[src/rtl/wifi_eapol_frame_classifier_assert.svh]
// assertion macros for the eapol frame classifier
`ifndef WIFI_EAPOL_FRAME_CLASSIFIER_ASSERT_SVH
`define WIFI_EAPOL_FRAME_CLASSIFIER_ASSERT_SVH

// same-cycle implication, clocked on clk with reset disable
`define WEFC_ASSERT_IMP(lbl, ante, cons) \
    lbl: assert property (@(posedge clk) disable iff (!rst_n) (ante) |-> (cons)) \
        else $error("wefc assertion failed");

// next-cycle implication
`define WEFC_ASSERT_NEXT(lbl, ante, cons) \
    lbl: assert property (@(posedge clk) disable iff (!rst_n) (ante) |=> (cons)) \
        else $error("wefc assertion failed");

`endif

[src/rtl/wefc_pkg.sv]
// package: constants, result type and helpers for the eapol frame classifier
package wefc_pkg;

    localparam int EAPOL_CAPACITY_DEFAULT = 256;
    localparam int ESSID_LIMIT_DEFAULT    = 32;
    localparam int FRAME_LIMIT_DEFAULT    = 65535;

    localparam logic [15:0] FT_MASK    = 16'h000c;
    localparam logic [15:0] ST_MASK    = 16'h00f0;
    localparam logic [15:0] FT_DATA    = 16'h0008;
    localparam logic [15:0] ST_BEACON  = 16'h0080;
    localparam logic [15:0] ST_PRESP   = 16'h0050;
    localparam logic [15:0] ST_PREQ    = 16'h0040;
    localparam logic [15:0] ST_QOS     = 16'h0080;
    localparam logic [15:0] DS_TO      = 16'h0100;
    localparam logic [15:0] DS_FROM    = 16'h0200;
    localparam logic [7:0]  LLC_SAP    = 8'haa;
    localparam logic [7:0]  LLC_CTRL   = 8'h03;
    localparam logic [15:0] DOT1X_TYPE = 16'h8e88;
    localparam logic [15:0] AUTH_LEN   = 16'd99;

    typedef enum logic [1:0] {
        PH_SCAN = 2'd0,
        PH_CAND = 2'd1,
        PH_DONE = 2'd2,
        PH_STOP = 2'd3
    } scan_phase_t;

    typedef enum logic [1:0] {
        ERR_NONE  = 2'd0,
        ERR_RADIO = 2'd1,
        ERR_OVER  = 2'd2
    } frame_error_t;

    localparam logic [1:0] TAG_SSID  = 2'd0;
    localparam logic [1:0] TAG_NONCE = 2'd1;
    localparam logic [1:0] TAG_EAPOL = 2'd2;
    localparam logic [1:0] TAG_MIC   = 2'd3;

    localparam logic [1:0] VERD_DROP    = 2'd0;
    localparam logic [1:0] VERD_NETWORK = 2'd1;
    localparam logic [1:0] VERD_HSHAKE  = 2'd2;
    localparam logic [1:0] VERD_RADIO   = 2'd3;

    typedef struct packed {
        logic        kind;
        logic [1:0]  tag;
        logic [7:0]  value;
        logic [7:0]  index;
        logic [1:0]  verdict;
        logic [1:0]  msg;
        logic [2:0]  kver;
        logic [63:0] rc;
        logic [47:0] ap;
        logic [47:0] sta;
        logic [8:0]  len;
        logic        last;
    } result_t;

    function automatic result_t byte_result(logic [1:0] tag, logic [7:0] value,
                                            logic [7:0] index);
        result_t r;
        r       = '0;
        r.tag   = tag;
        r.value = value;
        r.index = index;
        return r;
    endfunction

    function automatic logic [1:0] msg_of(logic [15:0] ki);
        logic [1:0] m;
        if (ki[7])
            m = ki[6] ? 2'd3 : 2'd1;
        else
            m = ki[9] ? 2'd0 : 2'd2;
        return m;
    endfunction

endpackage

[src/rtl/wifi_eapol_frame_classifier.sv]
// top level: 802.11 frame classifier for network records and eapol-key messages
// Takes one frame byte per cycle (in_valid/in_ready); each byte updates the per-frame
// header, tag-scan and key registers in one pass and queues zero to two requests in a
// four-entry result queue, so a byte is accepted every cycle while the queue has room
// for two. Output drains one request per cycle while out_ready is high, so bytes that
// give two requests (nonce plus eapol, eapol plus mic, or a byte plus the verdict on
// frame end) fill the queue faster than it drains. Tagged bytes are sent speculatively;
// the verdict at frame end says whether they belong to a record or handshake.
// radiotap_mode is sampled on the first byte of each frame.
`include "wifi_eapol_frame_classifier_assert.svh"

module wifi_eapol_frame_classifier #(
    parameter int EAPOL_CAPACITY = wefc_pkg::EAPOL_CAPACITY_DEFAULT,
    parameter int ESSID_LIMIT    = wefc_pkg::ESSID_LIMIT_DEFAULT,
    parameter int FRAME_LIMIT    = wefc_pkg::FRAME_LIMIT_DEFAULT
) (
    input  logic        clk,
    input  logic        rst_n,
    input  logic        cfg_write,
    input  logic        cfg_data,
    input  logic        in_valid,
    output logic        in_ready,
    input  logic [7:0]  frame_byte,
    input  logic        frame_end,
    output logic        out_valid,
    input  logic        out_ready,
    output logic        result_kind,
    output logic [1:0]  byte_tag,
    output logic [7:0]  byte_value,
    output logic [7:0]  byte_index,
    output logic [1:0]  verdict,
    output logic [1:0]  message_number,
    output logic [2:0]  key_version,
    output logic [63:0] replay_count,
    output logic [47:0] ap_mac,
    output logic [47:0] sta_mac,
    output logic [8:0]  captured_length,
    output logic        run_last
);

    logic                   radiotap_mode_reg;
    logic                   frame_mode_reg, frame_mode_next;
    logic [15:0]            pos_reg, pos_next;
    logic [15:0]            prefix_reg, prefix_next;
    logic [15:0]            fcw_reg, fcw_next;
    logic [47:0]            a1_reg, a1_next, a2_reg, a2_next, a3_reg, a3_next;
    logic [15:0]            cursor_reg, cursor_next;
    logic [15:0]            ttl_reg, ttl_next;
    logic                   ssid_found_reg, ssid_found_next;
    logic                   llc_reg, llc_next;
    logic [15:0]            ki_reg, ki_next;
    logic [15:0]            body_reg, body_next;
    logic [15:0]            kdl_reg, kdl_next;
    logic [63:0]            replay_reg, replay_next;
    wefc_pkg::frame_error_t ferr_reg, ferr_next;
    wefc_pkg::scan_phase_t  scan_reg, scan_next;

    wefc_pkg::result_t      res0, res1;
    logic [1:0]             nres;

    wefc_pkg::result_t      queue_reg [4];
    logic [1:0]             wr_ptr_reg, rd_ptr_reg;
    logic [2:0]             count_reg;
    logic                   in_acc, out_acc;

    assign in_ready  = (count_reg <= 3'd2);
    assign out_valid = (count_reg != 3'd0);
    assign in_acc    = in_valid && in_ready;
    assign out_acc   = out_valid && out_ready;

    always_comb
    begin
        logic                  fm;
        logic                  part;
        logic [15:0]           p;
        logic [16:0]           start, nxt, el;
        logic [15:0]           lo;
        logic [15:0]           i;
        logic [2:0]            k;
        logic [1:0]            m;
        logic                  dok, bad;
        logic [3:0]            c_en;
        wefc_pkg::result_t     c_res [4];
        wefc_pkg::result_t     vr;
        logic [15:0]           len;
        logic [1:0]            cnt;

        pos_next        = pos_reg;
        prefix_next     = prefix_reg;
        fcw_next        = fcw_reg;
        a1_next         = a1_reg;
        a2_next         = a2_reg;
        a3_next         = a3_reg;
        cursor_next     = cursor_reg;
        ttl_next        = ttl_reg;
        ssid_found_next = ssid_found_reg;
        llc_next        = llc_reg;
        ki_next         = ki_reg;
        body_next       = body_reg;
        kdl_next        = kdl_reg;
        replay_next     = replay_reg;
        ferr_next       = ferr_reg;
        scan_next       = scan_reg;
        fm              = (pos_reg == 16'd0) ? radiotap_mode_reg : frame_mode_reg;
        frame_mode_next = fm;
        part            = 1'b0;
        p               = pos_reg;
        start           = '0;
        nxt             = '0;
        el              = '0;
        lo              = 16'd24;
        i               = '0;
        k               = '0;
        m               = '0;
        dok             = 1'b0;
        bad             = 1'b0;
        c_en            = '0;
        for (int j = 0; j < 4; j++)
            c_res[j] = '0;
        vr              = '0;
        len             = '0;
        cnt             = '0;
        res0            = '0;
        res1            = '0;

        if ({1'b0, pos_reg} + 17'd1 >= 17'(FRAME_LIMIT))
            ferr_next = wefc_pkg::ERR_OVER;
        else if (ferr_reg == wefc_pkg::ERR_NONE)
        begin
            part = 1'b1;
            if (fm)
            begin
                if (pos_reg == 16'd0 && frame_byte != 8'd0)
                    ferr_next = wefc_pkg::ERR_RADIO;
                else if (pos_reg == 16'd2)
                    prefix_next = {8'd0, frame_byte};
                else if (pos_reg == 16'd3)
                begin
                    prefix_next = {frame_byte, prefix_reg[7:0]};
                    if (prefix_next < 16'd8)
                        ferr_next = wefc_pkg::ERR_RADIO;
                end
                if (ferr_next != wefc_pkg::ERR_NONE || pos_reg < 16'd8 ||
                    pos_reg < prefix_next)
                    part = 1'b0;
                else
                    p = pos_reg - prefix_next;
            end
        end

        if (part)
        begin
            if (p == 16'd0)
                fcw_next = {8'd0, frame_byte};
            else if (p == 16'd1)
            begin
                fcw_next  = {frame_byte, fcw_reg[7:0]};
                scan_next = wefc_pkg::PH_STOP;
                if ((fcw_next & wefc_pkg::FT_MASK) == 16'd0)
                begin
                    if ((fcw_next & wefc_pkg::ST_MASK) == wefc_pkg::ST_BEACON ||
                        (fcw_next & wefc_pkg::ST_MASK) == wefc_pkg::ST_PRESP)
                    begin
                        cursor_next = 16'd36;
                        scan_next   = wefc_pkg::PH_SCAN;
                    end
                    else if ((fcw_next & wefc_pkg::ST_MASK) == wefc_pkg::ST_PREQ)
                    begin
                        cursor_next = 16'd24;
                        scan_next   = wefc_pkg::PH_SCAN;
                    end
                end
            end
            else if (p >= 16'd4 && p < 16'd10)
                a1_next = {a1_reg[39:0], frame_byte};
            else if (p >= 16'd10 && p < 16'd16)
                a2_next = {a2_reg[39:0], frame_byte};
            else if (p >= 16'd16 && p < 16'd22)
            begin
                a3_next = {a3_reg[39:0], frame_byte};
                if (p == 16'd21 && a3_next == {48{1'b1}})
                    scan_next = wefc_pkg::PH_STOP;
            end

            if (p >= 16'd22)
            begin
                unique case (scan_reg)
                    wefc_pkg::PH_SCAN:
                    begin
                        if (p == cursor_reg)
                            ttl_next = {frame_byte, 8'd0};
                        else if ({1'b0, p} == {1'b0, cursor_reg} + 17'd1)
                        begin
                            ttl_next = {ttl_reg[15:8], frame_byte};
                            if (ttl_reg[15:8] == 8'd0 &&
                                {1'b0, frame_byte} < 9'(ESSID_LIMIT))
                                scan_next = wefc_pkg::PH_CAND;
                            else
                            begin
                                nxt = {1'b0, cursor_reg} + 17'd2 + {9'd0, frame_byte};
                                if (nxt[16])
                                    scan_next = wefc_pkg::PH_STOP;
                                else
                                    cursor_next = nxt[15:0];
                            end
                        end
                    end
                    wefc_pkg::PH_CAND:
                    begin
                        start = {1'b0, cursor_reg} + 17'd2;
                        if ({1'b0, p} >= start && {1'b0, p} < start + {9'd0, ttl_reg[7:0]})
                        begin
                            c_en[0]  = 1'b1;
                            c_res[0] = wefc_pkg::byte_result(wefc_pkg::TAG_SSID,
                                frame_byte, 8'(({1'b0, p} - start)));
                        end
                        else if ({1'b0, p} == start + {9'd0, ttl_reg[7:0]})
                        begin
                            ssid_found_next = 1'b1;
                            scan_next       = wefc_pkg::PH_DONE;
                        end
                    end
                    default:
                    begin
                    end
                endcase

                dok = ((fcw_next & wefc_pkg::FT_MASK) == wefc_pkg::FT_DATA) &&
                      (((fcw_next & wefc_pkg::DS_TO) != 16'd0) !=
                       ((fcw_next & wefc_pkg::DS_FROM) != 16'd0));
                lo  = ((fcw_next & wefc_pkg::ST_MASK) == wefc_pkg::ST_QOS) ? 16'd26 : 16'd24;
                if (dok && llc_reg && p >= lo)
                begin
                    if (p < lo + 16'd8)
                    begin
                        k   = 3'(p - lo);
                        bad = ((k == 3'd0 || k == 3'd1) && frame_byte != wefc_pkg::LLC_SAP) ||
                              (k == 3'd2 && frame_byte != wefc_pkg::LLC_CTRL) ||
                              (k == 3'd6 && frame_byte != wefc_pkg::DOT1X_TYPE[7:0]) ||
                              (k == 3'd7 && frame_byte != wefc_pkg::DOT1X_TYPE[15:8]);
                        if (bad)
                            llc_next = 1'b0;
                    end
                    else
                    begin
                        i = p - lo - 16'd8;
                        if (i == 16'd2 || i == 16'd3)
                            body_next = {body_reg[7:0], frame_byte};
                        else if (i == 16'd5 || i == 16'd6)
                            ki_next = {ki_reg[7:0], frame_byte};
                        else if (i >= 16'd9 && i <= 16'd16)
                            replay_next = {replay_reg[55:0], frame_byte};
                        else if (i == 16'd97 || i == 16'd98)
                            kdl_next = {kdl_reg[7:0], frame_byte};
                        if (i >= 16'd7)
                            m = wefc_pkg::msg_of(ki_next);
                        if (i >= 16'd17 && i <= 16'd48 && m != 2'd0)
                        begin
                            c_en[1]  = 1'b1;
                            c_res[1] = wefc_pkg::byte_result(wefc_pkg::TAG_NONCE,
                                frame_byte, 8'(i - 16'd17));
                        end
                        if ((i <= 16'd6 || m == 2'd2) &&
                            {1'b0, i} < 17'(EAPOL_CAPACITY) &&
                            ({1'b0, i} < {1'b0, wefc_pkg::AUTH_LEN} ||
                             {1'b0, i} < {1'b0, wefc_pkg::AUTH_LEN} + {1'b0, kdl_next}))
                        begin
                            c_en[2]  = 1'b1;
                            c_res[2] = wefc_pkg::byte_result(wefc_pkg::TAG_EAPOL,
                                (i >= 16'd81 && i <= 16'd96) ? 8'd0 : frame_byte, i[7:0]);
                        end
                        if (m == 2'd2 && i >= 16'd81 && i <= 16'd96)
                        begin
                            c_en[3]  = 1'b1;
                            c_res[3] = wefc_pkg::byte_result(wefc_pkg::TAG_MIC,
                                frame_byte, 8'(i - 16'd81));
                        end
                    end
                end
            end
        end

        if ({1'b0, pos_reg} < 17'(FRAME_LIMIT))
            pos_next = pos_reg + 16'd1;

        for (int j = 0; j < 4; j++)
        begin
            if (c_en[j])
            begin
                if (cnt == 2'd0)
                    res0 = c_res[j];
                else
                    res1 = c_res[j];
                cnt = cnt + 2'd1;
            end
        end

        if (frame_end)
        begin
            vr      = '0;
            vr.kind = 1'b1;
            dok = ((fcw_next & wefc_pkg::FT_MASK) == wefc_pkg::FT_DATA) &&
                  (((fcw_next & wefc_pkg::DS_TO) != 16'd0) !=
                   ((fcw_next & wefc_pkg::DS_FROM) != 16'd0));
            lo  = ((fcw_next & wefc_pkg::ST_MASK) == wefc_pkg::ST_QOS) ? 16'd26 : 16'd24;
            len = fm ? pos_next - prefix_next : pos_next;
            m   = wefc_pkg::msg_of(ki_next);
            el  = {1'b0, wefc_pkg::AUTH_LEN} + {1'b0, kdl_next};
            priority if (ferr_next == wefc_pkg::ERR_OVER)
                vr.verdict = wefc_pkg::VERD_DROP;
            else if (ferr_next == wefc_pkg::ERR_RADIO || (fm && pos_next < 16'd8))
                vr.verdict = wefc_pkg::VERD_RADIO;
            else if (fm && pos_next < prefix_next)
                vr.verdict = wefc_pkg::VERD_DROP;
            else if (ssid_found_next && ttl_next[7:0] != 8'd0)
            begin
                vr.verdict = wefc_pkg::VERD_NETWORK;
                vr.ap      = a3_next;
                vr.len     = {1'b0, ttl_next[7:0]};
            end
            else if (!dok || !llc_next)
                vr.verdict = wefc_pkg::VERD_DROP;
            else if ({1'b0, len} < {1'b0, lo} + 17'd8 + {1'b0, wefc_pkg::AUTH_LEN} ||
                     body_next == 16'd0)
                vr.verdict = wefc_pkg::VERD_DROP;
            else if (m == 2'd1 || m == 2'd3)
            begin
                vr.verdict = wefc_pkg::VERD_HSHAKE;
                vr.msg     = m;
                vr.rc      = (m == 2'd3) ? replay_next - 64'd1 : replay_next;
                vr.ap      = a2_next;
                vr.sta     = a1_next;
            end
            else if (m == 2'd2 && {1'b0, lo} + 17'd8 + el <= {1'b0, len} &&
                     el <= 17'(EAPOL_CAPACITY))
            begin
                vr.verdict = wefc_pkg::VERD_HSHAKE;
                vr.msg     = m;
                vr.kver    = ki_next[2:0];
                vr.rc      = replay_next;
                vr.ap      = a1_next;
                vr.sta     = a2_next;
                vr.len     = el[8:0];
            end
            else
                vr.verdict = wefc_pkg::VERD_DROP;

            if (cnt == 2'd0)
            begin
                res0 = vr;
                cnt  = 2'd1;
            end
            else
            begin
                res1 = vr;
                cnt  = 2'd2;
            end

            frame_mode_next = 1'b0;
            pos_next        = '0;
            prefix_next     = '0;
            fcw_next        = '0;
            a1_next         = '0;
            a2_next         = '0;
            a3_next         = '0;
            cursor_next     = '0;
            ttl_next        = '0;
            ssid_found_next = 1'b0;
            llc_next        = 1'b1;
            ki_next         = '0;
            body_next       = '0;
            kdl_next        = '0;
            replay_next     = '0;
            ferr_next       = wefc_pkg::ERR_NONE;
            scan_next       = wefc_pkg::PH_STOP;
        end

        if (cnt == 2'd1)
            res0.last = 1'b1;
        else if (cnt == 2'd2)
            res1.last = 1'b1;
        nres = cnt;
    end

    always_ff @(posedge clk or negedge rst_n)
    begin
        if (!rst_n)
        begin
            radiotap_mode_reg <= 1'b0;
            frame_mode_reg    <= 1'b0;
            pos_reg           <= '0;
            prefix_reg        <= '0;
            fcw_reg           <= '0;
            a1_reg            <= '0;
            a2_reg            <= '0;
            a3_reg            <= '0;
            cursor_reg        <= '0;
            ttl_reg           <= '0;
            ssid_found_reg    <= 1'b0;
            llc_reg           <= 1'b1;
            ki_reg            <= '0;
            body_reg          <= '0;
            kdl_reg           <= '0;
            replay_reg        <= '0;
            ferr_reg          <= wefc_pkg::ERR_NONE;
            scan_reg          <= wefc_pkg::PH_STOP;
        end
        else
        begin
            if (cfg_write)
                radiotap_mode_reg <= cfg_data;
            if (in_acc)
            begin
                frame_mode_reg <= frame_mode_next;
                pos_reg        <= pos_next;
                prefix_reg     <= prefix_next;
                fcw_reg        <= fcw_next;
                a1_reg         <= a1_next;
                a2_reg         <= a2_next;
                a3_reg         <= a3_next;
                cursor_reg     <= cursor_next;
                ttl_reg        <= ttl_next;
                ssid_found_reg <= ssid_found_next;
                llc_reg        <= llc_next;
                ki_reg         <= ki_next;
                body_reg       <= body_next;
                kdl_reg        <= kdl_next;
                replay_reg     <= replay_next;
                ferr_reg       <= ferr_next;
                scan_reg       <= scan_next;
            end
        end
    end

    // result queue control
    always_ff @(posedge clk or negedge rst_n)
    begin
        if (!rst_n)
        begin
            wr_ptr_reg <= '0;
            rd_ptr_reg <= '0;
            count_reg  <= '0;
        end
        else
        begin
            if (in_acc)
                wr_ptr_reg <= wr_ptr_reg + nres;
            if (out_acc)
                rd_ptr_reg <= rd_ptr_reg + 2'd1;
            count_reg <= count_reg + (in_acc ? {1'b0, nres} : 3'd0) - {2'd0, out_acc};
        end
    end

    // result queue storage
    always_ff @(posedge clk)
    begin
        if (in_acc && nres != 2'd0)
            queue_reg[wr_ptr_reg] <= res0;
        if (in_acc && nres == 2'd2)
            queue_reg[wr_ptr_reg + 2'd1] <= res1;
    end

    assign result_kind     = queue_reg[rd_ptr_reg].kind;
    assign byte_tag        = queue_reg[rd_ptr_reg].tag;
    assign byte_value      = queue_reg[rd_ptr_reg].value;
    assign byte_index      = queue_reg[rd_ptr_reg].index;
    assign verdict         = queue_reg[rd_ptr_reg].verdict;
    assign message_number  = queue_reg[rd_ptr_reg].msg;
    assign key_version     = queue_reg[rd_ptr_reg].kver;
    assign replay_count    = queue_reg[rd_ptr_reg].rc;
    assign ap_mac          = queue_reg[rd_ptr_reg].ap;
    assign sta_mac         = queue_reg[rd_ptr_reg].sta;
    assign captured_length = queue_reg[rd_ptr_reg].len;
    assign run_last        = queue_reg[rd_ptr_reg].last;

    `WEFC_ASSERT_IMP(a_count_bound, 1'b1, count_reg <= 3'd4)
    `WEFC_ASSERT_IMP(a_verdict_last, out_valid && result_kind, run_last)
    `WEFC_ASSERT_NEXT(a_end_clears, in_acc && frame_end, pos_reg == 16'd0 && llc_reg)
    `WEFC_ASSERT_NEXT(a_end_queues, in_acc && frame_end && !out_acc, out_valid)

endmodule
[config.mk]
export PLATFORM = sky130hd
export DESIGN_NAME = wifi_eapol_frame_classifier
export DESIGN_NICKNAME = d
export VERILOG_FILES = /design/src/rtl/wefc_pkg.sv /design/src/rtl/wifi_eapol_frame_classifier.sv
export VERILOG_INCLUDE_DIRS = /design/src /design/src/rtl
export SDC_FILE = /design/constraint.sdc
export NUM_CORES = 2
export LEC_CHECK = 0
export ABC_CLOCK_PERIOD_IN_PS = 41200
export BUFFER_PORTS_ARGS = -buffer_cell sky130_fd_sc_hd__buf_4
export CAP_MARGIN = 20
export CORE_UTILIZATION = 52
export DETAILED_ROUTE_END_ITERATION = 7
export HOLD_SLACK_MARGIN = 0.03
export PLACE_DENSITY = 0.7
export SYNTH_ARGS = -nofsm -noshare
export SYNTH_HDL_FRONTEND = slang
export SYNTH_SLANG_ARGS = --single-unit
export TNS_END_PERCENT = 20
[constraint.sdc]
create_clock -name clk -period 41.2 [get_ports clk]
set_input_delay 0 -clock clk [delete_from_list [all_inputs] [get_ports clk]]
set_output_delay 0 -clock clk [all_outputs]
set_load 0.02 [all_outputs]
Yosys cells after proc, flatten, opt, wreduce, memory -nomap -nowiden
Memories as Yosys holds them, arrays and structs flattened.
Cells that the tools add are included.
{"block": "totals", "mem_bits_ro": 0, "latch_bits": 0, "register_bits": 333, "word_cells": 438, "output_inout_bits": 198, "memories": 1, "input_bits": 15, "mem_bits_rw": 784}
{"name": "queue_reg", "depth": 4, "width": 196, "read_ports": 1, "rd_clocked_by_memory_dff": 0, "wr": 2, "line": "wifi_eapol_frame_classifier.sv:61", "source": "wefc_pkg::result_t queue_reg [4];"}
{"block": "op_classes", "order_cmp": 34, "reduce_logical": 74, "n_mux": 239, "n_addsub": 28, "shift": 0, "div": 0, "bitwise_logic": 0, "n_mul": 0, "n_eq_ne": 40}
{"cell": "$mux 196", "n": 17}
{"cell": "$mux 174", "n": 14}
{"cell": "$mux 781", "n": 2}
{"cell": "$mux 586", "n": 2}
{"cell": "$mux 48", "n": 20}
{"cell": "$mux 16", "n": 54}
{"cell": "$mux 64", "n": 9}
{"cell": "$mux 195", "n": 2}
{"cell": "$mux 193", "n": 2}
{"cell": "$mux 194", "n": 1}
{"cell": "$mux 10", "n": 16}
{"cell": "$mux 160", "n": 1}
{"cell": "$mux 2", "n": 56}
{"cell": "$mux 69", "n": 1}
{"cell": "$eq 16x2->1 const B", "n": 4}
{"cell": "$logic_not 16->1", "n": 4}
{"cell": "$lt 16x4->1 const B", "n": 4}
{"cell": "$sub 64x1->64 const B", "n": 1}
{"cell": "$lt 16x17->1", "n": 3}
{"cell": "$eq 48x48->1 const B", "n": 1}
{"cell": "$ge 16x5->1 const B", "n": 3}
{"cell": "$add 16x1->17 const B", "n": 2}
{"cell": "$add 17x8->17", "n": 2}
{"cell": "$add 7x16->17 const A", "n": 2}
{"cell": "68 further kinds", "n": 192}

Logic depth before layout (Yosys ltp)
{"block": "depth", "depth_word": 62, "depth_mapped": 74, "ltp_nobuf": 67}

Worst setup path after synthesis
No wires, ideal clock.
{"block": "synth_path", "kind": "input-to-reg", "startpoint": "input frame_byte[5]", "endpoint": "memory queue_reg[1][0] (netlist bit) (enable)", "stages": 58, "t_required_ns": 40.645, "arrival_time_ns": 16.548, "setup_ns": 0.555, "path_buffers": 9, "setup_slack_ns": 24.097, "cell_sequence": "clkbuf_1 or4_1 nand2b_1 or3_1 a21oi_1 and2_1 clkbuf_1 buf_1 mux2i_1 ha_1 clkbuf_1 a2111oi_2 a21o_1 o211a_1 xnor2_1 nor4_1 o211ai_1 clkbuf_1 [... 22 more ...] a21o_1 a21o_1 a21o_1 a21o_1 a21o_1 a21o_1 or3_1 o21ai_0 a211o_1 a31oi_1 or2_2 ha_1 nor2_1 o2111ai_4 and4_1 buf_2 buf_4 a21o_1"}
{"item": "start: declaration", "line": "wifi_eapol_frame_classifier.sv:23", "source": "input logic [7:0] frame_byte,"}
{"item": "end: declaration", "line": "wifi_eapol_frame_classifier.sv:61"}

==> results.json <==
{
  "start_kind": "input port",
  "nets": 6381,
  "setup-tns-final_ns": 0,
  "pin_count": 213,
  "synthesis.area_mm2": 0.0656,
  "cpMaxStageDelayCell": "buf_4",
  "hold_buffers": 19,
  "synth-simple-area-share_pct": 15.5,
  "cts_resized": 0,
  "cellPowerDensity_mw_per_mm2": 70.2,
  "syn_area_per_cell_um2": 10.5,
  "dp.cells": 7718,
  "seq_area_frac_synth_pct": 48.6,
  "clkLatencyLatePin_ns": 0.76,
  "synth_ff_type": "edfxtp_1",
  "status": "finished, final reports clean",
  "grt_max_degree": 202,
  "ctsHtreeMaxLevel": 3,
  "clkPwrFrac_pct": 20.5,
  "fmax_mhz": 56.2,
  "clk_pin_slew_ns": 0.06,
  "clockBufferDepth": 3,
  "drv_slew": 0,
  "crit_buf_inv": 7,
  "switching_share_pct": 44.7,
  "yosys_warnings": 0,
  "largest_register_ffs": 784,
  "cts_tree": "built",
  "end_kind": "flip-flop",
  "p_int_mw": 2.80,
  "yosysTopAreaCellShare_pct": 35.9,
  "final_common_cell": "nor2_1",
  "cpMostUsedCell": "ha_1",
  "layout_common_cells": "912 x nor2_1, 784 x edfxtp_1, 556 x nand2_1",
  "first_pass_iters": 7,
  "synthArstFlopShare_pct": 29.8,
  "relSlewSlack_pct": 23.9,
  "ys_seq_elements": 1117,
  "drive_gt1_share_pct": 13.9,
  "hold_class": "in2reg",
  "arrival_ns": 18.23,
  "synth_fa_ha_area_share_pct": 2.89,
  "grt_util_all_layers_pct": 32.4,
  "multi_input_area_mm2": 0.0314,
  "cpPeakStageDelay_ns": 0.84,
  "die_area_mm2": 0.128,
  "synth_top_cell_by_area": "edfxtp_1",
  "cts_buffers": 115,
  "fin_cells": 7955,
  "rsz0062_at_grt": "no",
  "worstMarginPinSlew_ns": 1.14,
  "cts_setup_buffers": 0,
  "ir_worst_vdd_v": 0.0000822,
  "grt_pass1_vias": 50200,
  "synthXorXnorAreaFrac_pct": 2.50,
  "fin_skew_ns": 0.0405,
  "drt-vias-per-instance": 6.65,
  "p_leak_nw": 26.6,
  "antenna_found_initial": 3,
  "syn-num-nets": 6425,
  "setup_viol": 0,
  "start_util_pct": 52.7,
  "required_ns": 41.65,
  "synth.area.mux_share_pct": 11.8,
  "power_frac_comb_pct": 51.0,
  "gp_congestion": 0.991,
  "grt_overflow": 0,
  "drc": 0,
  "finalHoldViolations": 0,
  "synth_compound_area_share_pct": 14.8,
  "switching_power_mw": 2.26,
  "path_class": "in2reg",
  "fillers": 10400,
  "seqCellArea_mm2": 0.0319,
  "clockRootBuffer": "clkbuf_16",
  "synth_top_family_by_area": "simple AND/OR/NAND/NOR gates",
  "syn2layout_area_growth_pct": 9.94,
  "design.core.area_mm2": 0.124,
  "die_w_um": 357,
  "routedWlPerCell_um": 26.4,
  "seqPwrFrac_pct": 28.4,
  "netlist-cell-type-count": 111,
  "drtIter0Drc": 7263,
  "fin_crit_sh_pct": 43.2,
  "syn_inst": 6262,
  "ys_top_cells_by_area": "edfxtp_1 36%, dfrtp_1 13%, mux4_2 6.7%",
  "dp_hpwl_mm": 138,
  "synth_edf_count": 784,
  "critical_path.top_delay_family": "simple AND/OR/NAND/NOR gates",
  "ant_nets": 0,
  "grt_pass1_wl_mm": 316,
  "cts_sinks": 1117,
  "vias": 52900,
  "min_period_ns": 17.78,
  "die_h_um": 357,
  "wirelength_mm": 210,
  "num_rows": 129,
  "crit_fanout": 72,
  "portBuffers": 212,
  "drv_cap": 0
}
[through the flow]
stage / power [mW] / instance area, um^2 / util [%] / worst slack [ns] / hold slack (ns)
finish: 5.06 / 72100 / 57.9 / 23.42 / 0.204
global route: 5.27 / 72100 / 57.9 / 21.99 / 0.255
CTS: 5.02 / 72100 / 57.9 / 23.81 / 0.171
detailed placement: 3.98 / 68100 / 54.8 / 23.61 / 0.0767
global placement: 3.96 / 68100 / 54.8 / 24.17 / 0.0801
floorplan: 3.11 / 65600 / - / 24.10 / -0.296
[layout make-up]
cell class,instances,share of cell area [%]
Multi-Input combinational cell,4542,43.5
Timing Repair Buffer,337,3.68
Inverter,105,0.547
Clock inverter,66,0.786
Antenna cell,2,0.00694
Sequential cell,1117,44.2
Tap cell,1637,2.84
Clock buffer,149,4.36
[worst min-delay path, stage by stage]
cell           delay (ns)
dlygate4sd3_1        0.55
buf_4                0.10
and2_1               0.18
xor2_1               0.09
[power by group through the flow]
| stage | sequential [mW] | combinational, mW | clock (mW) |
|---|---|---|---|
| detailed placement | 1.46 | 2.52 | 0 |
| finish | 1.44 | 2.58 | 1.04 |
| global route | 1.45 | 2.73 | 1.09 |
| floorplan | 1.40 | 1.71 | 0 |
| global placement | 1.45 | 2.51 | 0 |
| CTS | 1.43 | 2.54 | 1.05 |
[cells in the mapped netlist (all sizes together) (22+ instances only)]
cell and n:
o21a 27, nor2b 36, edfxtp 784, a31oi 89, a21oi 324, dfrtp 330, or2 35, o31ai 24
nand4 74, a22o 29, xnor2 118, mux2i 242, a21o 62, nand3 102, ha 142, clkbuf 313
mux4 196, and2 49, buf 185, a22oi 236, mux2 79, nor4 100, and4 22, o32ai 50
inv 103, xor2 59, o21ai 402, nand2b 34, or3 41, nor2 914, nor3 117, a21boi 41
and3 58, o211ai 38, nand2 561
[layer usage]
layer / global-route usage [%] / routed length, um / up-vias
met1: 46.2 / 87000 / 26200
met4: 12.5 / 8070 / 4
met3: 5.36 / 20000 / 410
met5: 0 / 20 / -
met2: 49.8 / 95300 / 2967
li1: - / - / 23300
[cells by family after synthesis]
| group | after synthesis |
|---|---|
| flops | 1117 |
| buf+inv | 603 |
| simple gates | 2212 |
| compound gates | 1484 |
| xor+xnor | 181 |
| mux | 517 |
| fa+ha+maj | 148 |
[final timing paths]
check	start	end	slack [ns]	cells after the start
setup / recovery	frame_byte[5]	queue_reg[3][132]	23.42	57
hold / removal	out_ready	rd_ptr_reg[0]	0.20	4
setup reg to reg	pos_reg[13]	queue_reg[3][132]	23.45	54
hold reg to reg	ki_reg[0]	ki_reg[0]	0.48	2
max in group asynchronous	rst_n	a2_reg[38]	39.16	5
min in group asynchronous	rst_n	frame_mode_reg	0.44	4
Note: power is estimated with default switching activity, not from simulation.
